<file path="config.mk">
export PLATFORM = sky130hd
export DESIGN_NAME = chacha_front_flat
export DESIGN_NICKNAME = d
export VERILOG_FILES = /design/src/hdl/chacha_pkg.sv /design/src/hdl/chacha_if.sv /design/src/hdl/chacha_front.sv /design/src/flat_wrapper.sv
export SDC_FILE = /design/constraint.sdc
export NUM_CORES = 1
export LEC_CHECK = 0
export BUFFER_PORTS_ARGS = -buffer_cell sky130_fd_sc_hd__buf_2
export CAP_MARGIN = 20
export CORE_MARGIN = 4
export CORE_UTILIZATION = 40
export CTS_CLUSTER_DIAMETER = 40
export CTS_CLUSTER_SIZE = 14
export DETAILED_ROUTE_END_ITERATION = 8
export PLACE_DENSITY = 0.63
export SKIP_CTS_REPAIR_TIMING = 1
export SYNTH_ARGS = -nofsm -noshare
export SYNTH_HDL_FRONTEND = slang
export SYNTH_SLANG_ARGS = --single-unit
export TNS_END_PERCENT = 20
</file>
<file path="constraint.sdc">
create_clock -name clk -period 1.9 [get_ports clk]
set_input_delay 0 -clock clk [delete_from_list [all_inputs] [get_ports clk]]
set_output_delay 0 -clock clk [all_outputs]
set_load 0.005 [all_outputs]
</file>
<file path="src/hdl/chacha_pkg.sv">
package chacha_pkg;

  localparam int DOUBLE_ROUNDS_DEF = 10;
  localparam int NUM_REGS          = 7;
  localparam int ADDR_W            = 6;

  localparam logic [2:0] REG_KEY01   = 3'd0;
  localparam logic [2:0] REG_KEY23   = 3'd1;
  localparam logic [2:0] REG_KEY45   = 3'd2;
  localparam logic [2:0] REG_KEY67   = 3'd3;
  localparam logic [2:0] REG_NONCE01 = 3'd4;
  localparam logic [2:0] REG_NONCE2  = 3'd5;
  localparam logic [2:0] REG_START   = 3'd6;

  localparam logic [31:0] SIGMA0 = 32'h61707865;
  localparam logic [31:0] SIGMA1 = 32'h3320646e;
  localparam logic [31:0] SIGMA2 = 32'h79622d32;
  localparam logic [31:0] SIGMA3 = 32'h6b206574;

  typedef logic [31:0] word_t;
  typedef word_t [15:0] matrix_t;

  // Queue entry handed from the front end to the keystream engine.
  typedef struct packed {
    logic [7:0] data;
    logic       first;
  } item_t;

  function automatic word_t rotl(input word_t v, input int n);
    rotl = (v << n) | (v >> (32 - n));
  endfunction

  // One quarter round on four words, returned as {a,b,c,d}.
  function automatic logic [127:0] qround(input word_t a, input word_t b,
                                          input word_t c, input word_t d);
    word_t ta, tb, tc, td;
    ta = a + b; td = rotl(d ^ ta, 16);
    tc = c + td; tb = rotl(b ^ tc, 12);
    ta = ta + tb; td = rotl(td ^ ta, 8);
    tc = tc + td; tb = rotl(tb ^ tc, 7);
    qround = {ta, tb, tc, td};
  endfunction

endpackage

</file>
<file path="src/hdl/chacha_if.sv">
interface chacha_in_if;
  logic       valid;
  logic       ready;
  logic [7:0] data_byte;
  logic       first;
  modport source (output valid, output data_byte, output first, input ready);
  modport sink   (input valid, input data_byte, input first, output ready);
endinterface


</file>
<file path="src/hdl/chacha_front.sv">
// Two-entry queue between the input channel and the engine.
module chacha_front (
  input  logic                  clk,
  input  logic                  rst_n,
  chacha_in_if.sink             in_ch,
  output chacha_pkg::item_t     q_item,
  output logic                  q_valid,
  input  logic                  q_pop
);
  chacha_pkg::item_t mem_r [2];
  logic       wp_r, rp_r;
  logic [1:0] cnt_r;
  logic       push;

  assign in_ch.ready = (cnt_r != 2'd2);
  assign push    = in_ch.valid && in_ch.ready;
  assign q_valid = (cnt_r != 2'd0);
  assign q_item  = mem_r[rp_r];

  always_ff @(posedge clk) begin
    if (push) begin
      mem_r[wp_r] <= '{data: in_ch.data_byte, first: in_ch.first};
    end
    if (!rst_n) begin
      wp_r <= 1'b0; rp_r <= 1'b0; cnt_r <= 2'd0;
    end else begin
      if (push) wp_r <= ~wp_r;
      if (q_pop) rp_r <= ~rp_r;
      cnt_r <= cnt_r + {1'b0, push} - {1'b0, q_pop};
    end
  end
endmodule

</file>
<file path="src/flat_wrapper.sv">
// flat-port wrapper written by rule: the top's interface ports become plain ports
module chacha_front_flat 
  (clk, rst_n, q_item, q_valid, q_pop, in_ch_valid, in_ch_data_byte, in_ch_first, in_ch_ready);
  chacha_in_if in_ch_i ();
  input  logic clk;
  input  logic rst_n;
  output chacha_pkg::item_t q_item;
  output logic q_valid;
  input  logic q_pop;
  input wire logic [$bits(in_ch_i.valid)-1:0] in_ch_valid;
  input wire logic [$bits(in_ch_i.data_byte)-1:0] in_ch_data_byte;
  input wire logic [$bits(in_ch_i.first)-1:0] in_ch_first;
  output wire logic [$bits(in_ch_i.ready)-1:0] in_ch_ready;
  assign in_ch_i.valid = in_ch_valid;
  assign in_ch_i.data_byte = in_ch_data_byte;
  assign in_ch_i.first = in_ch_first;
  assign in_ch_ready = in_ch_i.ready;
  chacha_front u_core (.clk(clk), .rst_n(rst_n), .in_ch(in_ch_i), .q_item(q_item), .q_valid(q_valid), .q_pop(q_pop));
endmodule
</file>
After elaboration in Yosys (flattened, before gate mapping)
Memories as Yosys holds them, arrays and structs flattened. A register that Yosys moved wholly into a read port is not among the register bits.
Index checks and enable logic that the tools add are counted.
{"block": "op_classes", "n_addsub": 2, "eq_ne": 1, "n_mux": 4, "n_bitwise": 2, "reduce_logical": 2}
{"operator": "$mux W1", "n": 4}
{"operator": "$add A2 B1 Y2", "n": 1}
{"operator": "$ne A2 B2 Y1 const B", "n": 1}
{"operator": "$not A1 Y1", "n": 2}
{"operator": "$reduce_bool A2 Y1", "n": 1}
{"operator": "$sub A2 B1 Y2", "n": 1}
{"operator": "$logic_and A1 B1 Y1", "n": 1}
{"block": "totals", "ff_bits": 4, "ram_bits": 18, "inputBits": 13, "output_inout_bits": 11, "elab_cells": 15, "memories": 1}
{"memory": "u_core.mem_r", "depth": 2, "word_bits": 9, "rd": 1, "rd_clocked_by_memory_dff": 1, "wr": 1, "line_no": "chacha_front.sv:10", "text": "chacha_pkg::item_t mem_r [2];"}

Longest topological paths before layout
Gate-level depths: netlist (run 1).
{"block": "depth", "ltp_word": 4, "ltp_mapped": 5, "ltp_nobuf": 5}

Worst setup path after synthesis (run 1)
No wires, ideal clock.
{"block": "synth_path", "path_type": "reg2reg", "startpoint": "register u_core.cnt_r[0]", "endpoint": "register u_core.cnt_r[1]", "setup_ps": 72, "t_arrival_ps": 1231, "required_time_ps": 1828, "path_slack_ps": 597, "path_stages_with_launch": 6, "path_buffers": 0, "period_less_slack_ps": 1303, "cell_sequence": "dfxtp_1 inv_1 ha_1 and2b_1 mux2i_1 mux2i_1"}
{"block": "synth_between", "elab_chain_cells": 4}
{"item": "start: declaration", "line_no": "chacha_front.sv:12", "text": "logic [1:0] cnt_r;"}
{"item": "start signal: assignment", "line_no": "chacha_front.sv:29", "text": "cnt_r <= cnt_r + {1'b0, push} - {1'b0, q_pop};"}
{"item": "$ne A2 B2 Y1", "line_no": "chacha_front.sv:15", "text": "assign in_ch.ready = (cnt_r != 2'd2);"}
{"item": "$logic_and A1 B1 Y1", "line_no": "chacha_front.sv:16", "text": "assign push = in_ch.valid && in_ch.ready;"}
{"item": "$add A2 B1 Y2 (*)", "line_no": "chacha_front.sv:29"}
{"item": "$sub A2 B1 Y2 (*)", "line_no": "chacha_front.sv:29"}
Mark *: on every way between the ends. The rest lies on a longest branch, timed or not.
A chain may end at the register's enable or synchronous reset.

Worst setup path after layout (run 1)
Ends and elaborated chain as after synthesis.

==> results.txt, run 1 <==
Setup TNS after final layout -> 0 ps
Cell variety after synth -> 21
Post-route DRC violation count -> 0
Count of standard-cell rows -> 16
Post-synthesis instance total -> 54
Placeable Area -> 2062 sq um
Number of global-route vias before repair -> 518
Remaining global-route overflow -> 0
Sequential-to-total area share from yosys stat -> 70.82%
Wire length reported by the detailed router -> 1.392 mm
Worst-path cell with the longest stage delay -> sky130_fd_sc_hd__dfxtp_1
Total power after layout -> 0.9961 mW
Fraction of final layout cells sized beyond drive strength 1 -> 44.44%
Wire length per cell after detailed routing -> 11.90 um
Power density of the placed cells -> 847.8 nW/um^2
First-pass iteration count of the detailed router -> 4
Mapped Avg Cell Area -> 16.75 sq um
Input/output buffers -> 23
Placer congestion estimate -> 0.6141
Cells along the critical path -> inv_1 > ha_1 > and2b_1 > mux2i_1 > mux2i_1
Arrival time worst endpoint -> 1630 ps
Result of the run -> completed
Most common cell type on the critical path -> sky130_fd_sc_hd__mux2i_1
Final design instance area without fill -> 1175 sq um
Highest fanout seen on the critical path -> 4
Initial DRC count -> 13
Average via count per standard cell -> 4.590
Worst hold margin -> 24.28 ps
Most used cells in the layout excluding fill and tap cells -> sky130_fd_sc_hd__buf_2 (23), sky130_fd_sc_hd__edfxtp_1 (18), sky130_fd_sc_hd__dlygate4sd3_1 (10), sky130_fd_sc_hd__mux2_2 (9), sky130_fd_sc_hd__dfxtp_1 (5)
Class of the most critical setup path -> flip-flop to flip-flop
Setup crit start kind -> flip-flop
Kind of end point of the critical path -> flip-flop
Data required time of the critical path -> 2130 ps
Post-synthesis sequential element count -> 23
Root buffer selected by CTS -> sky130_fd_sc_hd__clkbuf_4
Crit-path max cell delay -> 390 ps
Number of placed cells counting well taps -> 103
Standby leakage power -> 0.4701 nW
Slew Limit Fails -> 0
Deepest clock path buffer count -> 2
DPL Wire Length -> 977.9 um
Worst slew margin -> 71.10%
Insertion delay of the later-clocked pin in the worst-skew pair -> 300 ps
Place WS -> 497.7 ps
Buffers & Inverters on Critical Path -> 1
Worst vdd rail ir drop -> 0.0004851 V
Minimum clock period after layout -> 1403 ps
Detailed-route via count -> 537
Effective utilization at floorplan -> 43.87%
# setup viols final -> 0
Die area -> 3086 sq um
Period Utilization, post-route -> 73.82%
Antenna violations before repair -> 0
Number of nets produced by synthesis -> 68
Leading cell type in the layout, fill and taps excluded -> sky130_fd_sc_hd__buf_2
Count of pins on the block boundary -> 24
Hold violation total from the final report -> 0
Final worst slack -> 497.5 ps
Number of clock buffers inserted by TritonCTS -> 3
Non-filler cells, final -> 117
Max-capacitance violation count -> 0
Cell area reported after detailed placement -> 1049 sq um
Achievable Freq -> 713.0 MHz
Area growth from synthesis to layout -> 29.88%
Die width -> 55.56 um
Clock transition at the registers of the reported paths -> 120 ps
CTS tree -> done
# H-tree levels -> 1
Setup Skew -> 5.835 ps
Cell family with most CP delay -> multiplexers
Total standard cell area after synthesis -> 904.6 sq um
CTS sink count -> 23
Pin count of the biggest net entering global routing -> 13
Setup repair after global routing missed its margin -> no
Final net count -> 105
Fraction of the core area covered by cells at the end of the flow -> 56.98%
Synthesis Warnings -> 0
Tot GR Track Use -> 9.015%
Antenna viol nets, final -> 0
Global-route wire length before repair -> 2.159 mm
Slew at the pin closest to its max-slew limit -> 433.4 ps
Class of the worst hold path -> primary input to flip-flop
Height of the die -> 55.56 um
Antenna fix cells -> 0
==> layout make-up <==
cell class / instances / area [sq um]
Timing Repair Buffer: 33 / 215.2
Fill cell: 174 / 887.1
Clock buffer: 4 / 26.28
Multi-Input combinational cell: 28 / 251.5
Sequential cell: 23 / 640.6
Inverter: 2 / 7.507
Tap cell: 27 / 33.78
==> cells by family (layout without fill, tap and decap cells) <==
kind of cell | after synthesis | after routing | synth area share (%)
compound gates | 4 | 4 | 3.734
xor+xnor | 1 | 1 | 0.9684
fa+ha+maj | 1 | 1 | 1.383
buf+inv | 3 | 39 | 1.383
flops | 23 | 23 | 70.82
mux | 11 | 11 | 13.42
simple gates | 11 | 11 | 8.301
==> registers in the layout, summed over array words and instances (netlist names), named ones only <==
| register | cells |
|---|---|
| u_core.cnt_r | 2 |
| u_core.mem_r | 18 |
| u_core.rp_r | 1 |
| u_core.wp_r | 1 |
==> Yosys cell counts, drive strengths merged <==
cell type / instances / share of area [%]
a21bo: 1 / 1.1
a21boi: 1 / 1.2
a21oi: 1 / 0.55
and2: 2 / 1.4
and2b: 1 / 0.83
and3: 2 / 1.5
buf: 1 / 0.55
dfxtp: 5 / 11
edfxtp: 18 / 60
ha: 1 / 1.4
inv: 2 / 0.83
mux2: 9 / 11
mux2i: 2 / 2.2
nand2: 2 / 0.83
nand2b: 2 / 2.2
nand3b: 1 / 0.83
o21a: 1 / 0.83
or2: 1 / 0.69
xor2: 1 / 0.97
==> metal layers <==
layer | vias up | wire length [um] | track usage [%]
met1 | 249 | 593 | 9.467
met3 | 4 | 72 | 1.865
met5 | - | 0 | 0
met2 | 16 | 700 | 16.39
met4 | 0 | 25 | 5.208
li1 | 268 | - | -
==> final timing paths <==
path,start,end,slack [ps],depth (start not counted)
hold / removal,in_ch_valid,u_core.wp_r$_SDFFE_PN0P_,20,3
setup reg to reg,u_core.cnt_r[0]$_SDFF_PN0_,u_core.cnt_r[1]$_SDFF_PN0_,500,5
hold reg to reg,u_core.wp_r$_SDFFE_PN0P_,u_core.wp_r$_SDFFE_PN0P_,570,2
setup / recovery,u_core.cnt_r[0]$_SDFF_PN0_,u_core.cnt_r[1]$_SDFF_PN0_,500,5
==> worst reg2reg max path, stage by stage (launching register included) <==
cell and delay (ps):
sky130_fd_sc_hd__dfxtp_1 390, sky130_fd_sc_hd__inv_1 60, sky130_fd_sc_hd__ha_1 290, sky130_fd_sc_hd__and2b_1 210
sky130_fd_sc_hd__mux2i_1 210, sky130_fd_sc_hd__mux2i_1 190
==> report_power, final <==
group,total (mW),switching (mW),internal [mW]
clock network,0.211,0.129,0.0817
logic,0.172,0.0704,0.102
registers,0.613,0.0226,0.590
(Power assumes the default switching activity.)
==> run 2, diff against run 1 <==
PLACE_DENSITY = 0.66   (was 0.63)
clock period = 1.23 ns   (was 1.9 ns; I/O delays follow)
==> run 2 against run 1 <==
Core utilization grew 8.3 points. Via count up 3.4%. The run now ends with setup timing left. Worst hold slack better by 22 ps. Die area did not move. Sequential power increased by 53%. Clock power up 51%. Flip-flop and latch count stayed put.
==> results.txt, run 2 (synthesis results as in run 1) <==
Result of the run -> complete, but fails checks
Violated checks -> setup timing
Setup repair after global routing missed its margin -> yes
Post-route DRC violation count -> 0 (unchanged)
Class of the worst hold path -> primary input to flip-flop
Number of clock buffers inserted by TritonCTS -> 3 (unchanged)
Max reg flops -> 18 (unchanged)
Achievable Freq -> 781.1 MHz (+9.6%)
Reg2Reg Setup Slack -> -50 ps (-550 ps)
Count of standard-cell rows -> 16 (unchanged)
Die area -> 3086 sq um (unchanged)
Buffers & Inverters on Critical Path -> 1 (unchanged)
Filler cell count in the final layout -> 153 (-12%)
Clock transition at the registers of the reported paths -> 110 ps (about the same)
Final net count -> 113 (+7.6%)
Insertion delay of the later-clocked pin in the worst-skew pair -> 300 ps (about the same)
Cell area reported after detailed placement -> 1095 sq um (+4.4%)
Hold violation total from the final report -> 0 (unchanged)
Antenna violations before repair -> 0 (unchanged)
Area of the multi-input gates -> 301.5 sq um (+20%)
# setup viols final -> 3 (+3)
Fraction of final layout cells sized beyond drive strength 1 -> 53.06% (+8.6 points)
Minimum clock period after layout -> 1280 ps (-122.3 ps)
DPL Wire Length -> 1.056 mm (+8.0%)
Antenna viol nets, final -> 0 (unchanged)
Cell family with most CP delay -> multiplexers
Highest fanout seen on the critical path -> 2 (-2)
Initial DRC count -> 7 (-6)
Placer congestion estimate -> 0.7874 (+28%)
CTS tree -> done
Worst-path cell with the longest stage delay -> sky130_fd_sc_hd__dfxtp_2
Number of placed cells counting well taps -> 109 (+5.8%)
Input/output buffers -> 23 (unchanged)
Non-filler cells, final -> 125 (+6.8%)
Arrival time worst endpoint -> 1520 ps (-110 ps)
Max-capacitance violation count -> 0 (unchanged)
Leading cell type in the layout, fill and taps excluded -> sky130_fd_sc_hd__edfxtp_1
Antenna fix cells -> 0 (unchanged)
Setup Skew -> 9.407 ps (+3.572 ps)
Area used by sequential logic in the layout -> 643.1 sq um (+0.39%)
Final worst slack -> -50.22 ps (-547.7 ps)
Tot GR Track Use -> 9.838% (+0.82 points)
Pin count of the biggest net entering global routing -> 13 (unchanged)
Die width -> 55.56 um (unchanged)
Area growth from synthesis to layout -> 48.69%
Wire length reported by the detailed router -> 1.469 mm (+5.5%)
Worst vdd rail ir drop -> 0.0008352 V (+72%)
Slew at the pin closest to its max-slew limit -> 210.1 ps (-223.4 ps)
Slew Limit Fails -> 0 (unchanged)
Root buffer selected by CTS -> sky130_fd_sc_hd__clkbuf_4
Most common cell type on the critical path -> sky130_fd_sc_hd__mux2i_1
Global-route wire length before repair -> 2.228 mm (+3.2%)
Kind of end point of the critical path -> flip-flop
Worst slew margin -> 86.00% (+15 points)
Class of the most critical setup path -> flip-flop to flip-flop
Count of pins on the block boundary -> 24 (unchanged)
Number of global-route vias before repair -> 523 (+0.97%)
Effective utilization at floorplan -> 43.87% (unchanged)
Setup crit start kind -> flip-flop
Power density of the placed cells -> 1256 nW/um^2 (+48%)
CTS sink count -> 23 (unchanged)
Height of the die -> 55.56 um (unchanged)
Cells along the critical path -> inv_1 > ha_4 > and2b_1 > mux2i_1 > mux2i_1
Remaining global-route overflow -> 0 (unchanged)
Most used cells in the layout excluding fill and tap cells -> sky130_fd_sc_hd__edfxtp_1 (18), sky130_fd_sc_hd__buf_2 (15), sky130_fd_sc_hd__dlygate4sd3_1 (10), sky130_fd_sc_hd__buf_6 (10), sky130_fd_sc_hd__mux2_4 (9)
Data required time of the critical path -> 1470 ps (-660 ps)
Wire length per cell after detailed routing -> 11.75 um (-1.2%)
Standby leakage power -> 0.5639 nW (+20%)
Final design instance area without fill -> 1345 sq um (+14%)
Average via count per standard cell -> 4.440 (-3.3%)
Period Utilization, post-route -> 104.1% (+30 points)
First-pass iteration count of the detailed router -> 4 (unchanged)
# H-tree levels -> 1 (unchanged)
Registers with the most flip-flops -> u_core.mem_r (18), u_core.cnt_r (2)
Detailed-route via count -> 555 (+3.4%)
Placeable Area -> 2062 sq um (unchanged)
Largest register by flop count -> u_core.mem_r
Deepest clock path buffer count -> 2 (unchanged)
Crit-path max cell delay -> 340 ps (-50 ps)
## run 2: worst register-to-register path, stage by stage, from the launching register on
cell and delay, ps:
sky130_fd_sc_hd__dfxtp_2 340, sky130_fd_sc_hd__inv_1 80, sky130_fd_sc_hd__ha_4 200, sky130_fd_sc_hd__and2b_1 200, sky130_fd_sc_hd__mux2i_1 210, sky130_fd_sc_hd__mux2i_1 190
## run 2: layout make-up
| type | count | share of cell area, % |
|---|---|---|
| Timing Repair Buffer | 41 | 24.74 |
| Multi-Input combinational cell | 28 | 22.42 |
| Sequential cell | 23 | 47.81 |
| Inverter | 2 | 0.5581 |
| Tap cell | 27 | 2.512 |
| Clock buffer | 4 | 1.953 |
## run 2: stage by stage
stage / TNS (ps) / utilization (%) / hold slack, ps / setup slack [ps] / power (mW)
6_report: -54.30 / 65.23 / 45.89 / -50.22 / 1.689
5_1_grt: -780.2 / 65.23 / 27.06 / -129.0 / 1.792
4_1_cts: -687.9 / 54.37 / -130.4 / -142.9 / 1.579
3_5_place_dp: -298.1 / 53.09 / 193.7 / -117.0 / 1.254
3_3_place_gp: -151.2 / 53.09 / 190.5 / -57.81 / 1.246
2_1_floorplan: -50.67 / - / 98.87 / -50.67 / 1.112
## run 2: path summary, 6_finish.rpt
kind	from	end	depth (start not counted)
setup / recovery	u_core.cnt_r[0]$_SDFF_PN0_	u_core.cnt_r[1]$_SDFF_PN0_	5
hold / removal	in_ch_valid	u_core.wp_r$_SDFFE_PN0P_	3
setup reg to reg	u_core.cnt_r[0]$_SDFF_PN0_	u_core.cnt_r[1]$_SDFF_PN0_	5
hold reg to reg	u_core.wp_r$_SDFFE_PN0P_	u_core.wp_r$_SDFFE_PN0P_	2
## run 2: routing by layer
metal  share of wire [%]  track usage [%]  wire, um
met2                  52            15.71       762
met5                   0                0         0
met1                  42            10.47       618
met4                 1.0            6.250        15
met3                 4.9            4.429        72
## run 2: report_power, final
| part | internal [mW] | total (mW) | leakage, nW | switching [mW] |
|---|---|---|---|---|
| combinational | 0.280 | 0.431 | 0.339 | 0.151 |
| clock | 0.126 | 0.319 | 0.0150 | 0.193 |
| sequential | 0.914 | 0.939 | 0.210 | 0.0249 |
| total | 1.32 | 1.69 | 0.564 | 0.369 |
==> run 3, diff against run 2 <==
HOLD_SLACK_MARGIN = 0.08   (was not set)
==> run 3 against run 2 <==
The run still ends with setup timing left. Count of clock-buffer cells in the layout is the same. First-iteration DRC count shrank 29%. Clock skew is 0.65 ps lower. Critical path type unchanged. Total power up 0.30%. Setup slack hardly changed. Combinational power is 0.9% higher. Sequential power is essentially flat. Die area unchanged. Cell area rose by 1.5%. Highest routed layer unchanged. Core utilization is 0.97 points higher. Register-to-register slack about the same. Flip-flop and latch count did not move.
==> results.txt, run 3 (synthesis results as in run 1) <==
Deepest clock path buffer count -> 2 (unchanged)
Final design instance area without fill -> 1365 sq um (+1.5%)
Class of the worst hold path -> primary input to flip-flop
Number of global-route vias before repair -> 523 (unchanged)
Number of clock buffers inserted by TritonCTS -> 3 (unchanged)
Violated checks -> setup timing
Class of the most critical setup path -> flip-flop to flip-flop
Power density of the placed cells -> 1241 nW/um^2 (-1.2%)
First-pass iteration count of the detailed router -> 4 (unchanged)
Height of the die -> 55.56 um (unchanged)
Highest fanout seen on the critical path -> 2 (unchanged)
Area growth from synthesis to layout -> 50.90%
Achievable Freq -> 781.0 MHz (about the same)
Antenna viol nets, final -> 0 (unchanged)
Worst vdd rail ir drop -> 0.0008376 V (+0.28%)
Cells on worst reg2reg path -> 5 (unchanged)
Clock transition at the registers of the reported paths -> 110 ps (about the same)
Reg2Reg Setup Slack -> -50 ps (about the same)
Pin count of the biggest net entering global routing -> 13 (unchanged)
Max-capacitance violation count -> 0 (unchanged)
Arrival time worst endpoint -> 1520 ps (about the same)
Worst slew margin -> 85.97% (about the same)
Wire length reported by the detailed router -> 1.482 mm (+0.88%)
Minimum clock period after layout -> 1280 ps (+0.1553 ps)
Count of pins on the block boundary -> 24 (unchanged)
Registers with the most flip-flops -> u_core.mem_r (18), u_core.cnt_r (2)
Insertion delay of the later-clocked pin in the worst-skew pair -> 300 ps (about the same)
DPL Wire Length -> 1.056 mm (unchanged)
Largest register by flop count -> u_core.mem_r
Crit Reg-Reg Endpoint -> u_core.cnt_r[1]$_SDFF_PN0_
Average via count per standard cell -> 4.465 (+0.55%)
Slew Limit Fails -> 0 (unchanged)
Data required time of the critical path -> 1470 ps (about the same)
Standby leakage power -> 0.5722 nW (+1.5%)
Initial DRC count -> 5 (-2)
Tot GR Track Use -> 9.838% (unchanged)
Cell area reported after detailed placement -> 1095 sq um (unchanged)
Placer congestion estimate -> 0.7874 (unchanged)
Input/output buffers -> 23 (unchanged)
# setup viols final -> 1 (-2)
Max reg flops -> 18 (unchanged)
Result of the run -> complete, but fails checks
Slew at the pin closest to its max-slew limit -> 210.5 ps (+0.4117 ps)
CTS tree -> done
Root buffer selected by CTS -> sky130_fd_sc_hd__clkbuf_4
Kind of end point of the critical path -> flip-flop
Place WS -> -117.0 ps (unchanged)
Antenna fix cells -> 0 (unchanged)
Setup repair after global routing missed its margin -> yes
Hold violation total from the final report -> 0 (unchanged)
Final worst slack -> -50.38 ps (-0.1553 ps)
Setup Skew -> 8.761 ps (-0.6458 ps)
Antenna violations before repair -> 0 (unchanged)
Fraction of final layout cells sized beyond drive strength 1 -> 52.00% (-1.1 points)
Leading cell type in the layout, fill and taps excluded -> sky130_fd_sc_hd__edfxtp_1
Global-route wire length before repair -> 2.228 mm (unchanged)
Effective utilization at floorplan -> 43.87% (unchanged)
Setup crit start kind -> flip-flop
Placeable Area -> 2062 sq um (unchanged)
Die width -> 55.56 um (unchanged)
Die area -> 3086 sq um (unchanged)
Wire length per cell after detailed routing -> 11.67 um (-0.70%)
CTS sink count -> 23 (unchanged)
Remaining global-route overflow -> 0 (unchanged)
Post-route DRC violation count -> 0 (unchanged)
Period Utilization, post-route -> 104.1% (about the same)
Count of standard-cell rows -> 16 (unchanged)
Launch point of the critical path -> u_core.cnt_r[0]$_SDFF_PN0_
Final net count -> 115 (+1.8%)
Detailed-route via count -> 567 (+2.2%)
# H-tree levels -> 1 (unchanged)
Most used cells in the layout excluding fill and tap cells -> sky130_fd_sc_hd__edfxtp_1 (18), sky130_fd_sc_hd__buf_2 (15), sky130_fd_sc_hd__dlygate4sd3_1 (12), sky130_fd_sc_hd__buf_6 (10), sky130_fd_sc_hd__mux2_4 (9)
Setup TNS after final layout -> -50.38 ps (+3.927 ps)
Capturing instance or port of the critical path -> u_core.cnt_r[1]$_SDFF_PN0_
Reg2reg start -> u_core.cnt_r[0]$_SDFF_PN0_
[run 3: cell count changes in the layout (fill, tap and decap cells not counted)]
cell and delta:
sky130_fd_sc_hd__dlygate4sd3_1 +2
[run 3: layout make-up]
type	count	area [sq um]
fill	153	696.9
sequential	23	643.1
timing repair buffer	43	352.8
multi-input combinational	28	301.5
tap	27	33.78
clock buffer	4	26.28
inverter	2	7.507
[run 3: worst min-delay path by stage]
stage          slack, ps               start                            to  depth (start not counted)
5_1_grt              100               q_pop    u_core.cnt_r[1]$_SDFF_PN0_                          4
4_1_cts             -130  in_ch_data_byte[3]  u_core.mem_r[1][4]$_DFFE_PP_                          1
3_5_place_dp         190  in_ch_data_byte[0]  u_core.mem_r[0][1]$_DFFE_PP_                          1
3_3_place_gp         190  in_ch_data_byte[0]  u_core.mem_r[0][1]$_DFFE_PP_                          1
2_1_floorplan        100         in_ch_first  u_core.mem_r[0][0]$_DFFE_PP_                          0
6_report             120               q_pop    u_core.cnt_r[1]$_SDFF_PN0_                          4
[run 3: routing by layer]
| metal | share of wire (%) | GRT usage [%] | vias up |
|---|---|---|---|
| li1 | - | - | 293 |
| met1 | 42 | 10.47 | 260 |
| met2 | 52 | 15.71 | 12 |
| met3 | 4.6 | 4.429 | 2 |
| met4 | 1.0 | 6.250 | 0 |
| met5 | 0 | 0 | - |
[run 3: critical path, stage by stage, from the launching register on]
cell,delay [ps]
sky130_fd_sc_hd__dfxtp_2,340
sky130_fd_sc_hd__inv_1,80
sky130_fd_sc_hd__ha_4,200
sky130_fd_sc_hd__and2b_1,200
sky130_fd_sc_hd__mux2i_1,210
sky130_fd_sc_hd__mux2i_1,190
[run 3: report_power, final]
part           leakage, nW  switching [mW]  internal, mW  total, mW
registers            0.210          0.0248         0.914      0.939
clock network       0.0150           0.194         0.126      0.320
logic                0.347           0.151         0.284      0.435
total                0.572           0.370          1.32       1.69
[run 3: per-stage QoR]
step                      util, %  std cells  power, mW  hold slack [ps]
after floorplan                 -         54      1.112            98.87
after global placement      53.09        109      1.246            190.5
after detailed placement    53.09        109      1.254            193.7
after CTS                   54.37        113      1.579           -130.4
after global routing        66.20        127      1.798            102.4
final                       66.20        127      1.694            116.0
